**src/hdl/tsag_pkg.sv**
```systemverilog
// Shared types, constants and arithmetic helpers for the tempo-synced audio gate.
package tsag_pkg;

  localparam int SAMPLE_BITS = 24;
  localparam int GAIN_W      = 25;
  localparam int GAIN_FRAC   = 24;
  localparam int WET_W       = 17;
  localparam int WET_FRAC    = 16;
  localparam int PHASE_W     = 32;
  localparam int STEP_W      = 24;
  localparam int RATE_W      = 3;
  localparam int CFG_DATA_W  = 25;
  localparam int CFG_IDX_W   = 3;
  localparam int PROD_W      = SAMPLE_BITS + GAIN_W + 1;
  localparam int QUEUE_DEPTH = 2;
  localparam int QPTR_W      = 1;
  localparam int QCNT_W      = 2;

  localparam logic [GAIN_W-1:0] UNITY_GAIN = GAIN_W'(1) << GAIN_FRAC;
  localparam logic [WET_W-1:0]  WET_FULL   = WET_W'(1) << WET_FRAC;

  localparam logic [STEP_W-1:0] BEAT_STEP_RESET = STEP_W'(178957);
  localparam logic [RATE_W-1:0] RATE_RESET      = RATE_W'(2);
  localparam logic [GAIN_W-1:0] SLEW_RESET      = GAIN_W'(33490);

  typedef enum logic [CFG_IDX_W-1:0] {
    REG_BEAT_STEP = 3'd0,
    REG_RATE_MODE = 3'd1,
    REG_RISE_STEP = 3'd2,
    REG_FALL_STEP = 3'd3,
    REG_WET       = 3'd4,
    REG_DIP_FIRST = 3'd5
  } cfg_reg_t;

  typedef struct packed {
    logic [STEP_W-1:0] beat_phase_step;
    logic [RATE_W-1:0] rate_mode;
    logic [GAIN_W-1:0] rise_step;
    logic [GAIN_W-1:0] fall_step;
    logic [WET_W-1:0]  wet_amount;
    logic              dip_first;
  } cfg_t;

  // One accepted sample pair together with the gain that applies to it.
  typedef struct packed {
    logic signed [SAMPLE_BITS-1:0] left;
    logic signed [SAMPLE_BITS-1:0] right;
    logic [GAIN_W-1:0]             gain;
  } mid_t;

  typedef struct packed {
    logic signed [SAMPLE_BITS-1:0] left;
    logic signed [SAMPLE_BITS-1:0] right;
  } out_t;

  // Floor the product with the Q1.24 gain back to sample scale and saturate.
  function automatic logic signed [SAMPLE_BITS-1:0] sat_sample(
      input logic signed [PROD_W-1:0] p);
    logic signed [SAMPLE_BITS+1:0] q;
    logic signed [SAMPLE_BITS+1:0] q_max;
    logic signed [SAMPLE_BITS+1:0] q_min;
    logic signed [SAMPLE_BITS-1:0] r;
    q     = $signed(p[PROD_W-1:GAIN_FRAC]);
    q_max = $signed({3'b000, {(SAMPLE_BITS-1){1'b1}}});
    q_min = $signed({3'b111, {(SAMPLE_BITS-1){1'b0}}});
    if (q > q_max) begin
      r = q_max[SAMPLE_BITS-1:0];
    end else if (q < q_min) begin
      r = q_min[SAMPLE_BITS-1:0];
    end else begin
      r = q[SAMPLE_BITS-1:0];
    end
    return r;
  endfunction

endpackage

```
**src/hdl/tsag_front.sv**
```systemverilog
// Front end: accepts sample pairs, advances the gate phase and slews the gain.
module tsag_front (
  input  logic                                   clk,
  input  logic                                   rst,
  input  tsag_pkg::cfg_t                         cfg,
  input  logic                                   push,
  input  logic signed [tsag_pkg::SAMPLE_BITS-1:0] left_sample,
  input  logic signed [tsag_pkg::SAMPLE_BITS-1:0] right_sample,
  input  logic                                   q_full,
  output logic                                   q_push,
  output tsag_pkg::mid_t                         q_data
);

  logic [tsag_pkg::PHASE_W-1:0] phase;
  logic [tsag_pkg::PHASE_W-1:0] phase_next;
  logic [tsag_pkg::GAIN_W-1:0]  gain;
  logic [tsag_pkg::GAIN_W-1:0]  gain_next;
  logic [tsag_pkg::GAIN_W-1:0]  target;
  logic [tsag_pkg::GAIN_W:0]    rise_sum;
  logic [tsag_pkg::GAIN_W-1:0]  excess;
  logic [tsag_pkg::PHASE_W-1:0] step_base;
  logic [1:0]                   shift;
  logic                         active;
  logic                         target_high;
  logic                         accept;

  assign accept = push && !q_full;

  always_comb begin
    active      = (cfg.rate_mode >= tsag_pkg::RATE_W'(1)) &&
                  (cfg.rate_mode <= tsag_pkg::RATE_W'(4));
    // The first half of the gate cycle is the one with the phase MSB clear.
    target_high = active ? (cfg.dip_first ? phase[tsag_pkg::PHASE_W-1]
                                          : !phase[tsag_pkg::PHASE_W-1])
                         : 1'b1;
    target      = target_high ? tsag_pkg::UNITY_GAIN : '0;

    rise_sum = {1'b0, gain} + {1'b0, cfg.rise_step};
    excess   = gain - target;
    gain_next = gain;
    if (gain < target) begin
      gain_next = (rise_sum > {1'b0, target}) ? target : rise_sum[tsag_pkg::GAIN_W-1:0];
    end else if (gain > target) begin
      gain_next = (excess <= cfg.fall_step) ? target : gain - cfg.fall_step;
    end

    step_base  = {{(tsag_pkg::PHASE_W-tsag_pkg::STEP_W){1'b0}}, cfg.beat_phase_step};
    shift      = 2'(cfg.rate_mode - tsag_pkg::RATE_W'(1));
    phase_next = active ? phase + (step_base << shift) : '0;
  end

  always_ff @(posedge clk) begin
    if (rst) begin
      phase <= '0;
      gain  <= tsag_pkg::UNITY_GAIN;
    end else if (accept) begin
      phase <= phase_next;
      gain  <= gain_next;
    end
  end

  assign q_push       = accept;
  assign q_data.left  = left_sample;
  assign q_data.right = right_sample;
  assign q_data.gain  = gain_next;

endmodule

```
**config.mk**
```make
export PLATFORM = sky130hd
export DESIGN_NAME = tsag_front
export DESIGN_NICKNAME = d
export VERILOG_FILES = /design/src/hdl/tsag_pkg.sv /design/src/hdl/tsag_front.sv
export SDC_FILE = /design/constraint.sdc
export NUM_CORES = 1
export LEC_CHECK = 0
export ABC_AREA = 1
export BUFFER_PORTS_ARGS = -buffer_cell sky130_fd_sc_hd__buf_2
export CAP_MARGIN = 20
export CORE_ASPECT_RATIO = 0.75
export CORE_MARGIN = 2
export CORE_UTILIZATION = 56
export CTS_BUF_LIST = sky130_fd_sc_hd__clkbuf_2 sky130_fd_sc_hd__clkbuf_4 sky130_fd_sc_hd__clkbuf_8
export DETAILED_ROUTE_END_ITERATION = 7
export PLACE_DENSITY = 0.84
export SLEW_MARGIN = 0
export SYNTH_ARGS = -nofsm -noshare
export SYNTH_HDL_FRONTEND = slang
export SYNTH_SLANG_ARGS = --single-unit
```
**constraint.sdc**
```tcl
create_clock -name clk -period 5.5 [get_ports clk]
set_input_delay 1.1 -clock clk [delete_from_list [all_inputs] [get_ports clk]]
set_output_delay 1.1 -clock clk [all_outputs]
set_load 0.05 [all_outputs]
```
==> flow_metrics.tcl <==
set metrics [dict create \
    rows 38 \
    finClkSkew_ps 3.979 \
    synthCells 1449 \
    core_area_um2 14500 \
    power_density_nw_per_um2 195.0 \
    syn_avg_cell_area_um2 5.735 \
    drt-total-wl_um 26040 \
    cts_tree "built" \
    place_area_um2 9041 \
    drc 0 \
    cp_max_fo 4 \
    io_pins 221 \
    hold_viol_final 0 \
    routabilityCongestion 0.9336 \
    rsz0062_at_grt "yes" \
    grt_max_degree 53 \
    finalCriticalPeriod_ps 5478 \
    diodes 0 \
    cp.arrival_ps 4380 \
    syn_nets 1680 \
    fp.dieH_um 109.5 \
    port_buffers 107 \
    postSynthRegisterBits 57 \
    dr.max_layer_used "met4" \
    drtAntennaViolNets 0 \
    fin_area_um2 9797 \
    path_class "primary input to output port" \
    synth_area_um2 8310 \
    drt-initial-drc-count 1028 \
    grt_pass1_vias 8141 \
    fmax_mhz 182.5 \
    routed-via-count 9623 \
    cts_root_buf "clkbuf_8" \
    yosysUniqueCellTypes 44 \
    initial_utilization 0.5731 \
    dieArea_um2 15840 \
    p_leak_uw 0.005426 \
    met1Wirelength_um 12670 \
    drv_slew 0 \
    ys_warn_count 0 \
    irDropWorstVdd_mv 0.1269 \
    ys_seq_area_frac 0.1373 \
    slew_headroom 0.4700 \
    drv_cap 0 \
    crit_top_cell "inv_2" \
    cp-end-kind "output port" \
    area_growth_pct 17.89 \
    fillCellCount 1343 \
    dr.pass1.iters 5 \
    crit_slowest_cell "nor3_4" \
    final-setup-viol-count 0 \
    detailed_place_hpwl_um 20110 \
    antenna_found_initial 0 \
    status "finished clean" \
    grt_overflow_total 0 \
    clockBufferDepth 2 \
    grt_usage 0.3175 \
    path_cells "buf_4 -> inv_4 -> ha_4 -> inv_1 -> a21oi_2 -> inv_2 -> a21oi_4 -> inv_2 -> ha_4 -> inv_4 -> ha_4 -> inv_2 -> nor3_4 -> inv_2 -> nor4_2 -> nand2_1 -> nand3_2 -> nand2_2 -> nor3_4 -> clkinvlp_4 -> buf_6 -> o21ai_4 -> buf_6" \
    viasPerCell 5.455 \
    wl_met2_um 10400 \
    layout.nets 1791 \
    wl_per_cell_um 14.76 \
    clk_latency_ps 360 \
    postCtsHoldBufs 0 \
    cts_buffers 9 \
    worstMarginPinSlew_ps 794.1 \
    tns_ps 0 \
    min_path_type "register to register" \
    drive_gt1_frac 0.1739 \
    die_w_um 144.7 \
    wl_met3_um 2601 \
    crit_required_ps 4400 \
    slowest_delay_ps 340 \
    clk_pin_slew_ps 70 \
    cts_htree_levels 3 \
    clkSinkCount 57 \
    cp-start-kind "primary input" \
    post-route-period-util 0.9961 \
    grt_pass1_wl_um 39660 \
]
[cells in the mapped netlist (all sizes together)]
cell / n / area share
ha: 81 / 0.12
or2: 10 / 0.0075
o31ai: 1 / 0.00090
a31oi: 2 / 0.0015
o211ai: 1 / 0.00090
a21oi: 126 / 0.076
nand3: 74 / 0.046
clkinv: 1 / 0.00045
nor3b: 1 / 0.00090
o21a: 1 / 0.00090
xor2: 16 / 0.017
a31o: 3 / 0.0032
o22ai: 1 / 0.00075
o21bai: 16 / 0.014
nand3b: 7 / 0.0063
nand2: 414 / 0.19
and3: 1 / 0.00075
a21boi: 2 / 0.0018
nand4: 13 / 0.0098
mux2i: 19 / 0.023
fa: 3 / 0.0072
dfxtp: 57 / 0.14
nor2: 143 / 0.067
inv: 217 / 0.098
and2: 3 / 0.0023
nor3: 15 / 0.010
o21ai: 116 / 0.071
xnor2: 9 / 0.0095
buf: 58 / 0.050
clkbuf: 19 / 0.0086
a21o: 7 / 0.0063
nor4: 12 / 0.0090
[power by group]
| group | total, uW | leakage, uW | switching (uW) | internal [uW] |
|---|---|---|---|---|
| clock network | 424 | 0.000106 | 189 | 235 |
| registers | 458 | 0.000465 | 23.6 | 435 |
| logic | 1030 | 0.00485 | 655 | 373 |
| total | 1910 | 0.00543 | 867 | 1040 |
[layout make-up]
class	count	area, um2	area share
Clock buffer	12	158.9	0.01622
Inverter	218	828.3	0.08455
Tap cell	200	250.2	0.02554
Timing Repair Buffer	175	1189	0.1213
Timing Repair inverter	1	7.507	0.0007663
Multi-Input combinational cell	1098	6182	0.6310
Sequential cell	57	1141	0.1165
Clock inverter	3	40.04	0.004087
[what timing repair did]
item / 4_1_cts / 5_1_grt
gates cloned: 1 / 1
buffers inserted: 2 / 9
pin swaps: 8 / 20
gates resized for setup: 35 / 83
endpoints found under the setup margin: 25 / 25
[flip-flops by register name, indices dropped and copies added, names as in the netlist]
signal and count:
phase 32, gain 25
[kinds of logic after synthesis]
kind of cell | synth area share
buffers and inverters | 0.1575
adders and majority gates | 0.1292
xor gates and xnor gates | 0.02635
DFF | 0.1373
muxes | 0.02288
and+or+nand+nor | 0.3494
AOI/OAI and AO/OA | 0.1774
[path summary, 6_finish.rpt]
kind,to,slack [ps],start,cells past startpoint
setup / recovery,q_data[10],20,cfg[69],23
setup reg to reg,gain[2]$_SDFFE_PP0P_,1860,gain[0]$_SDFFE_PP0P_,26
hold / removal,phase[23]$_SDFFE_PP0P_,470,phase[23]$_SDFFE_PP0P_,2
hold reg to reg,phase[23]$_SDFFE_PP0P_,470,phase[23]$_SDFFE_PP0P_,2
[cell usage in the layout (no fill, tap or decap), drive strengths merged, types with 3 or more instances in the layout]
master,count
nand3,74
a21oi,126
mux2i,19
and2,3
nor2,143
clkinv,3
nand4,13
clkbuf,14
nor3,15
or2,10
xor2,16
a31o,3
xnor2,9
fa,3
nor4,12
a21o,7
o21ai,116
inv,217
nand3b,7
o21bai,16
buf,173
nand2,415
ha,81
dfxtp,57
[routing by layer]
layer  global-route usage  vias to the layer above
met5                    0                        -
met4              0.06449                        0
met3              0.05139                       55
met2               0.4469                      435
met1               0.5004                     4272
li1                     -                     4861
[critical path: cells and delay by family]
| family | cells | cell delay (ps) |
|---|---|---|
| compound gates | 3 | 430 |
| fa+ha+maj | 3 | 660 |
| simple gates | 6 | 970 |
| buf+inv | 11 | 1210 |
[metrics by stage]
stage | worst slack, ps | hold slack (ps) | std cells | util | total power, uW
2_1_floorplan | -201.3 | 443.8 | 1449 | - | 1196
4_1_cts | 5.725 | 473.4 | 1754 | 0.6471 | 1816
3_3_place_gp | -181.6 | 457.8 | 1736 | 0.6235 | 1352
6_report | 21.71 | 472.4 | 1764 | 0.6756 | 1910
3_5_place_dp | -303.5 | 462.4 | 1736 | 0.6235 | 1366
5_1_grt | -79.00 | 489.5 | 1764 | 0.6756 | 2027
Note: power is estimated with default switching activity, not from simulation.
