==> src/hdl/tsag_pkg.sv <==
// Shared types, constants and arithmetic helpers for the tempo-synced audio gate.
package tsag_pkg;

  localparam int SAMPLE_BITS = 24;
  localparam int GAIN_W      = 25;
  localparam int GAIN_FRAC   = 24;
  localparam int WET_W       = 17;
  localparam int WET_FRAC    = 16;
  localparam int PHASE_W     = 32;
  localparam int STEP_W      = 24;
  localparam int RATE_W      = 3;
  localparam int CFG_DATA_W  = 25;
  localparam int CFG_IDX_W   = 3;
  localparam int PROD_W      = SAMPLE_BITS + GAIN_W + 1;
  localparam int QUEUE_DEPTH = 2;
  localparam int QPTR_W      = 1;
  localparam int QCNT_W      = 2;

  localparam logic [GAIN_W-1:0] UNITY_GAIN = GAIN_W'(1) << GAIN_FRAC;
  localparam logic [WET_W-1:0]  WET_FULL   = WET_W'(1) << WET_FRAC;

  localparam logic [STEP_W-1:0] BEAT_STEP_RESET = STEP_W'(178957);
  localparam logic [RATE_W-1:0] RATE_RESET      = RATE_W'(2);
  localparam logic [GAIN_W-1:0] SLEW_RESET      = GAIN_W'(33490);

  typedef enum logic [CFG_IDX_W-1:0] {
    REG_BEAT_STEP = 3'd0,
    REG_RATE_MODE = 3'd1,
    REG_RISE_STEP = 3'd2,
    REG_FALL_STEP = 3'd3,
    REG_WET       = 3'd4,
    REG_DIP_FIRST = 3'd5
  } cfg_reg_t;

  typedef struct packed {
    logic [STEP_W-1:0] beat_phase_step;
    logic [RATE_W-1:0] rate_mode;
    logic [GAIN_W-1:0] rise_step;
    logic [GAIN_W-1:0] fall_step;
    logic [WET_W-1:0]  wet_amount;
    logic              dip_first;
  } cfg_t;

  // One accepted sample pair together with the gain that applies to it.
  typedef struct packed {
    logic signed [SAMPLE_BITS-1:0] left;
    logic signed [SAMPLE_BITS-1:0] right;
    logic [GAIN_W-1:0]             gain;
  } mid_t;

  typedef struct packed {
    logic signed [SAMPLE_BITS-1:0] left;
    logic signed [SAMPLE_BITS-1:0] right;
  } out_t;

  // Floor the product with the Q1.24 gain back to sample scale and saturate.
  function automatic logic signed [SAMPLE_BITS-1:0] sat_sample(
      input logic signed [PROD_W-1:0] p);
    logic signed [SAMPLE_BITS+1:0] q;
    logic signed [SAMPLE_BITS+1:0] q_max;
    logic signed [SAMPLE_BITS+1:0] q_min;
    logic signed [SAMPLE_BITS-1:0] r;
    q     = $signed(p[PROD_W-1:GAIN_FRAC]);
    q_max = $signed({3'b000, {(SAMPLE_BITS-1){1'b1}}});
    q_min = $signed({3'b111, {(SAMPLE_BITS-1){1'b0}}});
    if (q > q_max) begin
      r = q_max[SAMPLE_BITS-1:0];
    end else if (q < q_min) begin
      r = q_min[SAMPLE_BITS-1:0];
    end else begin
      r = q[SAMPLE_BITS-1:0];
    end
    return r;
  endfunction

endpackage

==> src/hdl/tsag_queue.sv <==
// Two-entry queue that decouples the front end from the gain multipliers.
module tsag_queue (
  input  logic           clk,
  input  logic           rst,
  input  logic           push,
  input  tsag_pkg::mid_t push_data,
  output logic           full,
  input  logic           pop,
  output tsag_pkg::mid_t pop_data,
  output logic           empty
);

  tsag_pkg::mid_t               mem [tsag_pkg::QUEUE_DEPTH];
  logic [tsag_pkg::QPTR_W-1:0]  wr_ptr;
  logic [tsag_pkg::QPTR_W-1:0]  rd_ptr;
  logic [tsag_pkg::QCNT_W-1:0]  count;
  logic                         do_push;
  logic                         do_pop;

  assign full    = (count == tsag_pkg::QCNT_W'(tsag_pkg::QUEUE_DEPTH));
  assign empty   = (count == '0);
  assign do_push = push && !full;
  assign do_pop  = pop && !empty;

  always_ff @(posedge clk) begin
    if (rst) begin
      wr_ptr <= '0;
      rd_ptr <= '0;
      count  <= '0;
    end else begin
      if (do_push) begin
        wr_ptr <= wr_ptr + 1'b1;
      end
      if (do_pop) begin
        rd_ptr <= rd_ptr + 1'b1;
      end
      if (do_push && !do_pop) begin
        count <= count + 1'b1;
      end else if (do_pop && !do_push) begin
        count <= count - 1'b1;
      end
    end
  end

  always_ff @(posedge clk) begin
    if (do_push) begin
      mem[wr_ptr] <= push_data;
    end
  end

  assign pop_data = mem[rd_ptr];

endmodule

==> config.mk <==
export PLATFORM = sky130hd
export DESIGN_NAME = tsag_queue
export DESIGN_NICKNAME = d
export VERILOG_FILES = /design/src/hdl/tsag_pkg.sv /design/src/hdl/tsag_queue.sv
export SDC_FILE = /design/constraint.sdc
export NUM_CORES = 1
export LEC_CHECK = 0
export BUFFER_PORTS_ARGS = -buffer_cell sky130_fd_sc_hd__buf_2
export CORE_ASPECT_RATIO = 1.2
export CORE_MARGIN = 2
export CORE_UTILIZATION = 30
export DETAILED_ROUTE_END_ITERATION = 6
export GPL_TIMING_DRIVEN = 0
export HOLD_SLACK_MARGIN = 0.12
export PLACE_DENSITY = 0.61
export RECOVER_POWER = 100
export SYNTH_ARGS = -nofsm -noshare
export SYNTH_HDL_FRONTEND = slang
export SYNTH_SLANG_ARGS = --single-unit
==> constraint.sdc <==
create_clock -name clk -period 4.7 [get_ports clk]
set_input_delay 0.47 -clock clk [delete_from_list [all_inputs] [get_ports clk]]
set_output_delay 0.47 -clock clk [all_outputs]
set_load 0.05 [all_outputs]
==> results of run 1 <==
-- sequential cells by signal, indices dropped and copies added (netlist names), named ones only --
signal,flops
rd_ptr,1
count,2
mem,146
wr_ptr,1
-- final cells by class --
| cell class | instances | share of cell area |
|---|---|---|
| Clock buffer | 19 | 0.0615 |
| Tap cell | 224 | 0.0398 |
| Multi-Input combinational cell | 91 | 0.132 |
| Sequential cell | 151 | 0.637 |
| Inverter | 2 | 0.00124 |
| Clock inverter | 13 | 0.0254 |
| Buffer | 8 | 0.00427 |
| Timing Repair Buffer | 153 | 0.0985 |
-- stage by stage --
stage	util	total power [mW]	hold slack, ns	cells	area [um^2]
final	0.390	4.65	0.248	661	7040
after global routing	0.390	4.85	0.224	661	7040
after detailed placement	0.365	3.38	0.500	629	6580
after CTS	0.399	4.80	0.224	661	7190
after global placement	0.361	3.35	0.476	627	6520
after floorplan	-	3.00	0.452	252	5480
-- layout by cell type (no fill, tap or decap) --
master and count:
edfxtp_1 146, clkbuf_1 104, mux2_2 73, buf_2 57, clkbuf_16 17, nor2_1 5
dfxtp_1 5, bufinv_16 4, o21ai_0 3, xor2_1 3, clkinv_2 3, clkinvlp_4 3
or3_1 2, a21oi_1 2, buf_16 2, inv_1 1, nor2b_1 1, and2_0 1
clkinvlp_2 1, ha_1 1, clkinv_1 1, inv_6 1, clkinv_4 1
-- critical path, cell delays in order, from the launching register on --
cell	delay, ns
dfxtp_1	0.30
clkbuf_1	0.57
clkbuf_1	0.59
mux2_2	0.28
clkbuf_1	0.50
-- cell families after synthesis --
family,Yosys count,share of synthesized area
flops,151,0.818
mux,73,0.150
buf+inv,10,0.0119
simple gates,9,0.00845
compound gates,5,0.00456
xor+xnor,3,0.00479
fa+ha+maj,1,0.00228
-- worst paths after layout --
| kind | end | slack, ns | cells after the start |
|---|---|---|---|
| max | pop_data[14] | 1.56 | 4 |
| min | mem[1][55] | 0.25 | 1 |
| max reg2reg | mem[1][42] | 1.65 | 4 |
| min reg2reg | wr_ptr | 0.51 | 2 |
-- power by group through the flow --
stage	Combinational, mW	Sequential [mW]	Clock, mW
finish	1.51	1.74	1.40
detailed placement	1.62	1.76	0
global placement	1.58	1.78	0
floorplan	1.24	1.76	0
CTS	1.62	1.74	1.45
global route	1.60	1.76	1.49
-- metal layers --
metal / global-route usage / wire [um] / vias up
met5: 0 / 0 / -
met4: 0.0481 / 231 / 0
met3: 0.0408 / 628 / 16
met2: 0.190 / 5380 / 93
met1: 0.120 / 4080 / 1424
li1: - / - / 1340
==> reports/qor.yml, run 1 <==
fill_cells: 1700
p_comb_frac: 0.325
violations: "capacitance limit, slew limit"
syn_to_final_growth_pct: 28.4
yosys-top-cells-count: "146 x edfxtp_1, 73 x mux2_2, 7 x buf_4, 5 x dfxtp_1, 5 x nor2_1"
die_width_um: 127
grt_pass1_vias: 3231
root_buffer: "clkbuf_16"
worst_slack_ns: 1.56
worst_pin_slew_ns: 2.22
ctsHtreeMaxLevel: 4
yosysTopAreaCellShare: 0.800
timing.rr.start: "count[0]"
io_pins: 152
synth_top_cell_by_area: "edfxtp_1"
nets: 502
finalSetupViolations: 0
wl_per_cell_um: 15.6
slew_viol_final: 29
cp.required_ns: 4.23
core_mm2: 0.0180
async_flop_share: 0
antennaDiodeCount: 0
die-area_mm2: 0.0194
ys.flop_type: "edfxtp_1"
cts_resized: 0
cts.sinks: 151
hold_violations: 0
clk_pin_slew_ns: 0.06
start_kind: "flip-flop"
synthTopCellsByArea: "edfxtp_1 80%, mux2_2 15%, dfxtp_1 1.8%"
antenna_found_initial: 0
ant_nets: 0
wirelength_um: 10300
first_iter_violations: 111
cts_tree: "done"
multi_input_area_um2: 930
synth_cells: 252
timing.final.crit_share: 0.669
post-cts-setup-buffer-count: 0
min_period_ns: 3.14
slew_headroom: -0.478
dpl_worst_slack_ns: 2.65
synth_seq_area_share: 0.818
synth_seq_cells: 151
p_int_mw: 2.95
first_pass_iters: 5
power_density_mw_per_mm2: 661
ff_latch_area_mm2: 0.00448
synth_edf_count: 146
start_util: 0.304
portBuffers: 151
worstHoldStart: "push_data[55]"
critPathCaptureType: "output port"
crit_arrival_ns: 2.67
synth_area_mm2: 0.00548
synth_fp_nets: 330
seqPwrFrac: 0.373
finClkSkew_ns: 0.00519
dp_hpwl_um: 6750
grt_max_degree: 46
cts_buffer_depth: 2
p_leak_nw: 2.38
power.share.switching: 0.366
grt_overflow_total: 0
cap_viol_max_count: 2
ir_drop_uv: 285
setup-tns-final_ns: 0
clockPowerShare: 0.301
rows: 54
avgSynthCellArea_um2: 21.8
outcome: "complete, but fails checks"
switchingPower_mw: 1.70
cp_max_fo: 10
critPathKind: "reg2out"
numCtsBuffers: 17
gp_congestion: 0.641
vias_per_cell: 4.35
synth.most_common_cell: "edfxtp_1"
ys_warn_count: 0
grt_usage: 0.110
hold_buffers: 0
grt_pass1_wl_um: 16300
yosys.cell_types.count: 14
num_vias: 2873
rsz0062_at_grt: "no"
drcViolationCount: 0
hold_path.class: "in2reg"
die_h_um: 152
fmax_mhz: 318
clkLatencyLatePin_ns: 0.41
final_layout_size_suffix_gt1_frac: 0.371
Power figures use the tool's default switching activity.
==> run 2: changes to the inputs <==
- ABC_AREA: unset -> 1
- PLACE_DENSITY: 0.61 -> 0.62
- clock period: 4.7 -> 2.7 ns (I/O delays scaled with it)
==> reports/qor.yml, run 2 <==
fill_cells: 1798  # +5.8%
synth_fp_nets: 342  # +3.6%
ant_nets: 0  # unchanged
power_mw: 8.29  # +78%
synth_seq_cells: 151  # unchanged
ys_warn_count: 0  # unchanged
numCtsBuffers: 17  # unchanged
dp_hpwl_um: 7580  # +12%
cap_viol_max_count: 0  # -2
fmax_mhz: 445
synth_seq_area_share: 0.764  # -0.0537
syn_to_final_growth_pct: 41.7
grt_usage: 0.115  # +0.00482
seqPwrFrac: 0.368  # -0.005
antenna_found_initial: 0  # unchanged
crit_arrival_ns: 1.98  # -0.69 ns
first_pass_iters: 4  # -1
die_width_um: 132  # +3.3%
p_leak_nw: 3.14  # +32%
slew_headroom: 0.464  # +0.942
p_int_mw: 5.35  # +81%
final_common_cell: "edfxtp_1"
hold_slack_ns: 0.319  # +0.0704 ns
cp_max_fo: 10  # unchanged
power_density_mw_per_mm2: 997  # +51%
grt_pass1_vias: 3536  # +9.4%
outcome: "finished clean"
root_buffer: "clkbuf_16"
switchingPower_mw: 2.94  # +72%
core_mm2: 0.0193  # +7.2%
synth_cells: 264  # +4.8%
finClkSkew_ns: 0.00614  # +0.000947 ns
hold_path.class: "in2reg"
num_vias: 3222  # +12%
cts_tree: "done"
start_util: 0.303  # -0.000479
multi_input_area_mm2: 0.00121  # +30%
wirelength_um: 11600  # +12%
gp_congestion: 0.668  # +4.1%
cp.required_ns: 2.43  # -1.80 ns
die_h_um: 157  # +3.4%
ff_latch_area_mm2: 0.00448  # unchanged
grt_overflow_total: 0  # unchanged
final_layout_size_suffix_gt1_frac: 0.401  # +0.0304
largest_register_ffs: 146  # unchanged
r2r_slack_ns: 0.60  # -1.05 ns
largest-register: "mem"
nets: 591  # +18%
power.share.switching: 0.355  # -0.0116
cts_buffer_depth: 2  # unchanged
critPathCaptureType: "output port"
rr_worst_depth: 4  # unchanged
post-cts-setup-buffer-count: 0  # unchanged
portBuffers: 151  # unchanged
finalSetupViolations: 0  # unchanged
synth_area_mm2: 0.00587  # +7.0%
rsz0062_at_grt: "no"
ys.flop_type: "edfxtp_1"
start_kind: "flip-flop"
clk_pin_slew_ns: 0.06  # about the same
slew_viol_final: 0  # -100%
synth_edf_count: 146  # unchanged
die-area_mm2: 0.0207  # +6.8%
vias_per_cell: 4.09  # -5.8%
hold_depth: 4  # +3
yosys-top-cells-count: "146 x edfxtp_1, 70 x mux2_4, 9 x inv_1, 9 x nor2_1, 7 x buf_12"
synth_top_cell_by_area: "edfxtp_1"
antennaDiodeCount: 0  # unchanged
r2r-end: "mem[0][28]"
ir_drop_uv: 565  # +98%
first_iter_violations: 177  # +59%
yosys.cell_types.count: 17  # +3
critPathKind: "reg2out"
synthTopCellsByArea: "edfxtp_1 75%, mux2_4 18%, buf_12 2.4%"
yosysTopAreaCellShare: 0.747  # -0.0525
synth.most_common_cell: "edfxtp_1"
worstHoldStart: "pop"
timing.rr.start: "count[0]"
grt_pass1_wl_um: 18000  # +11%
final_util: 0.430  # +0.0399
worst_pin_slew_ns: 0.795  # -1.42 ns
timing.final.crit_share: 0.832
clkLatencyLatePin_ns: 0.41  # about the same
io_pins: 152  # unchanged
most-common-layout-cells: "146 x edfxtp_1, 92 x buf_2, 74 x dlygate4sd3_1"
hold_violations: 0  # unchanged
ctsHtreeMaxLevel: 4  # unchanged
drcViolationCount: 0  # unchanged
reg_top3: "mem: 146 flops, count: 2 flops"
cts.sinks: 151  # unchanged
cts_resized: 0  # unchanged
async_flop_share: 0  # unchanged
p_comb_frac: 0.352  # +0.027
grt_max_degree: 30  # -35%
clockPowerShare: 0.280  # -0.021
rows: 56  # +3.7%
wl_per_cell_um: 14.7  # -5.7%
avgSynthCellArea_um2: 22.2  # +2.2%
hold_buffers: 74  # +74
min_period_ns: 2.25
==> run 2: logic make-up (layout without fill, tap and decap cells) <==
group           after synthesis  after routing  synth area share
simple gates                 16             16            0.0113
compound gates                6              6           0.00576
buf+inv                      17            279            0.0316
fa+ha+maj                     1              1           0.00213
mux                          73             73             0.185
flops                       151            151             0.764
==> run 2: per-stage QoR <==
| stage | setup WS [ns] | instance area (um^2) | std cells | TNS (ns) |
|---|---|---|---|---|
| 2_1_floorplan | -0.131 | 5870 | 264 | -19.14 |
| 3_3_place_gp | -1.34 | 6950 | 676 | -195.19 |
| 3_5_place_dp | 0.756 | 7080 | 681 | 0 |
| 4_1_cts | 0.670 | 8400 | 787 | 0 |
| 5_1_grt | 0.327 | 8320 | 787 | 0 |
| 6_report | 0.453 | 8320 | 787 | 0 |
==> run 2: how the worst max path moves through the flow <==
stage | start | end | slack [ns] | cells past startpoint
2_1_floorplan | count[0] | mem[0][0] | -0.13 | 2
4_1_cts | flip-flop | pop_data[43] | 0.67 | 4
5_1_grt | flip-flop | pop_data[48] | 0.33 | 4
3_5_place_dp | count[0] | mem[0][28] | 0.76 | 4
3_3_place_gp | count[0] | mem[1][33] | -1.34 | 2
6_report | flip-flop | pop_data[43] | 0.45 | 4
==> run 2: final cells by class <==
type,count,share of cell area
buffer,8,0.0175
clock buffer,18,0.0516
clock inverter,14,0.0179
inverter,9,0.00406
multi-input combinational,96,0.145
sequential,151,0.539
tap,261,0.0393
timing repair buffer,230,0.185
==> run 2: metal layers <==
metal / track usage / up-vias / routed length, um
met1: 0.125 / 1595 / 4650
li1: - / 1530 / -
met2: 0.210 / 87 / 6310
met3: 0.0370 / 10 / 497
met4: 0.0430 / 0 / 120
met5: 0 / - / 0
==> run 2: critical path: stages, from the launching register on <==
cell	delay, ns
dfxtp_1	0.30
clkbuf_2	0.49
buf_12	0.24
mux2_4	0.30
buf_2	0.22
==> run 2: power by group through the flow <==
stage	Clock (mW)	Sequential [mW]	Combinational, mW
global placement	0	3.12	2.78
floorplan	0	3.10	2.27
CTS	2.41	3.06	2.99
detailed placement	0	3.10	2.90
finish	2.32	3.05	2.92
global route	2.50	3.08	3.07
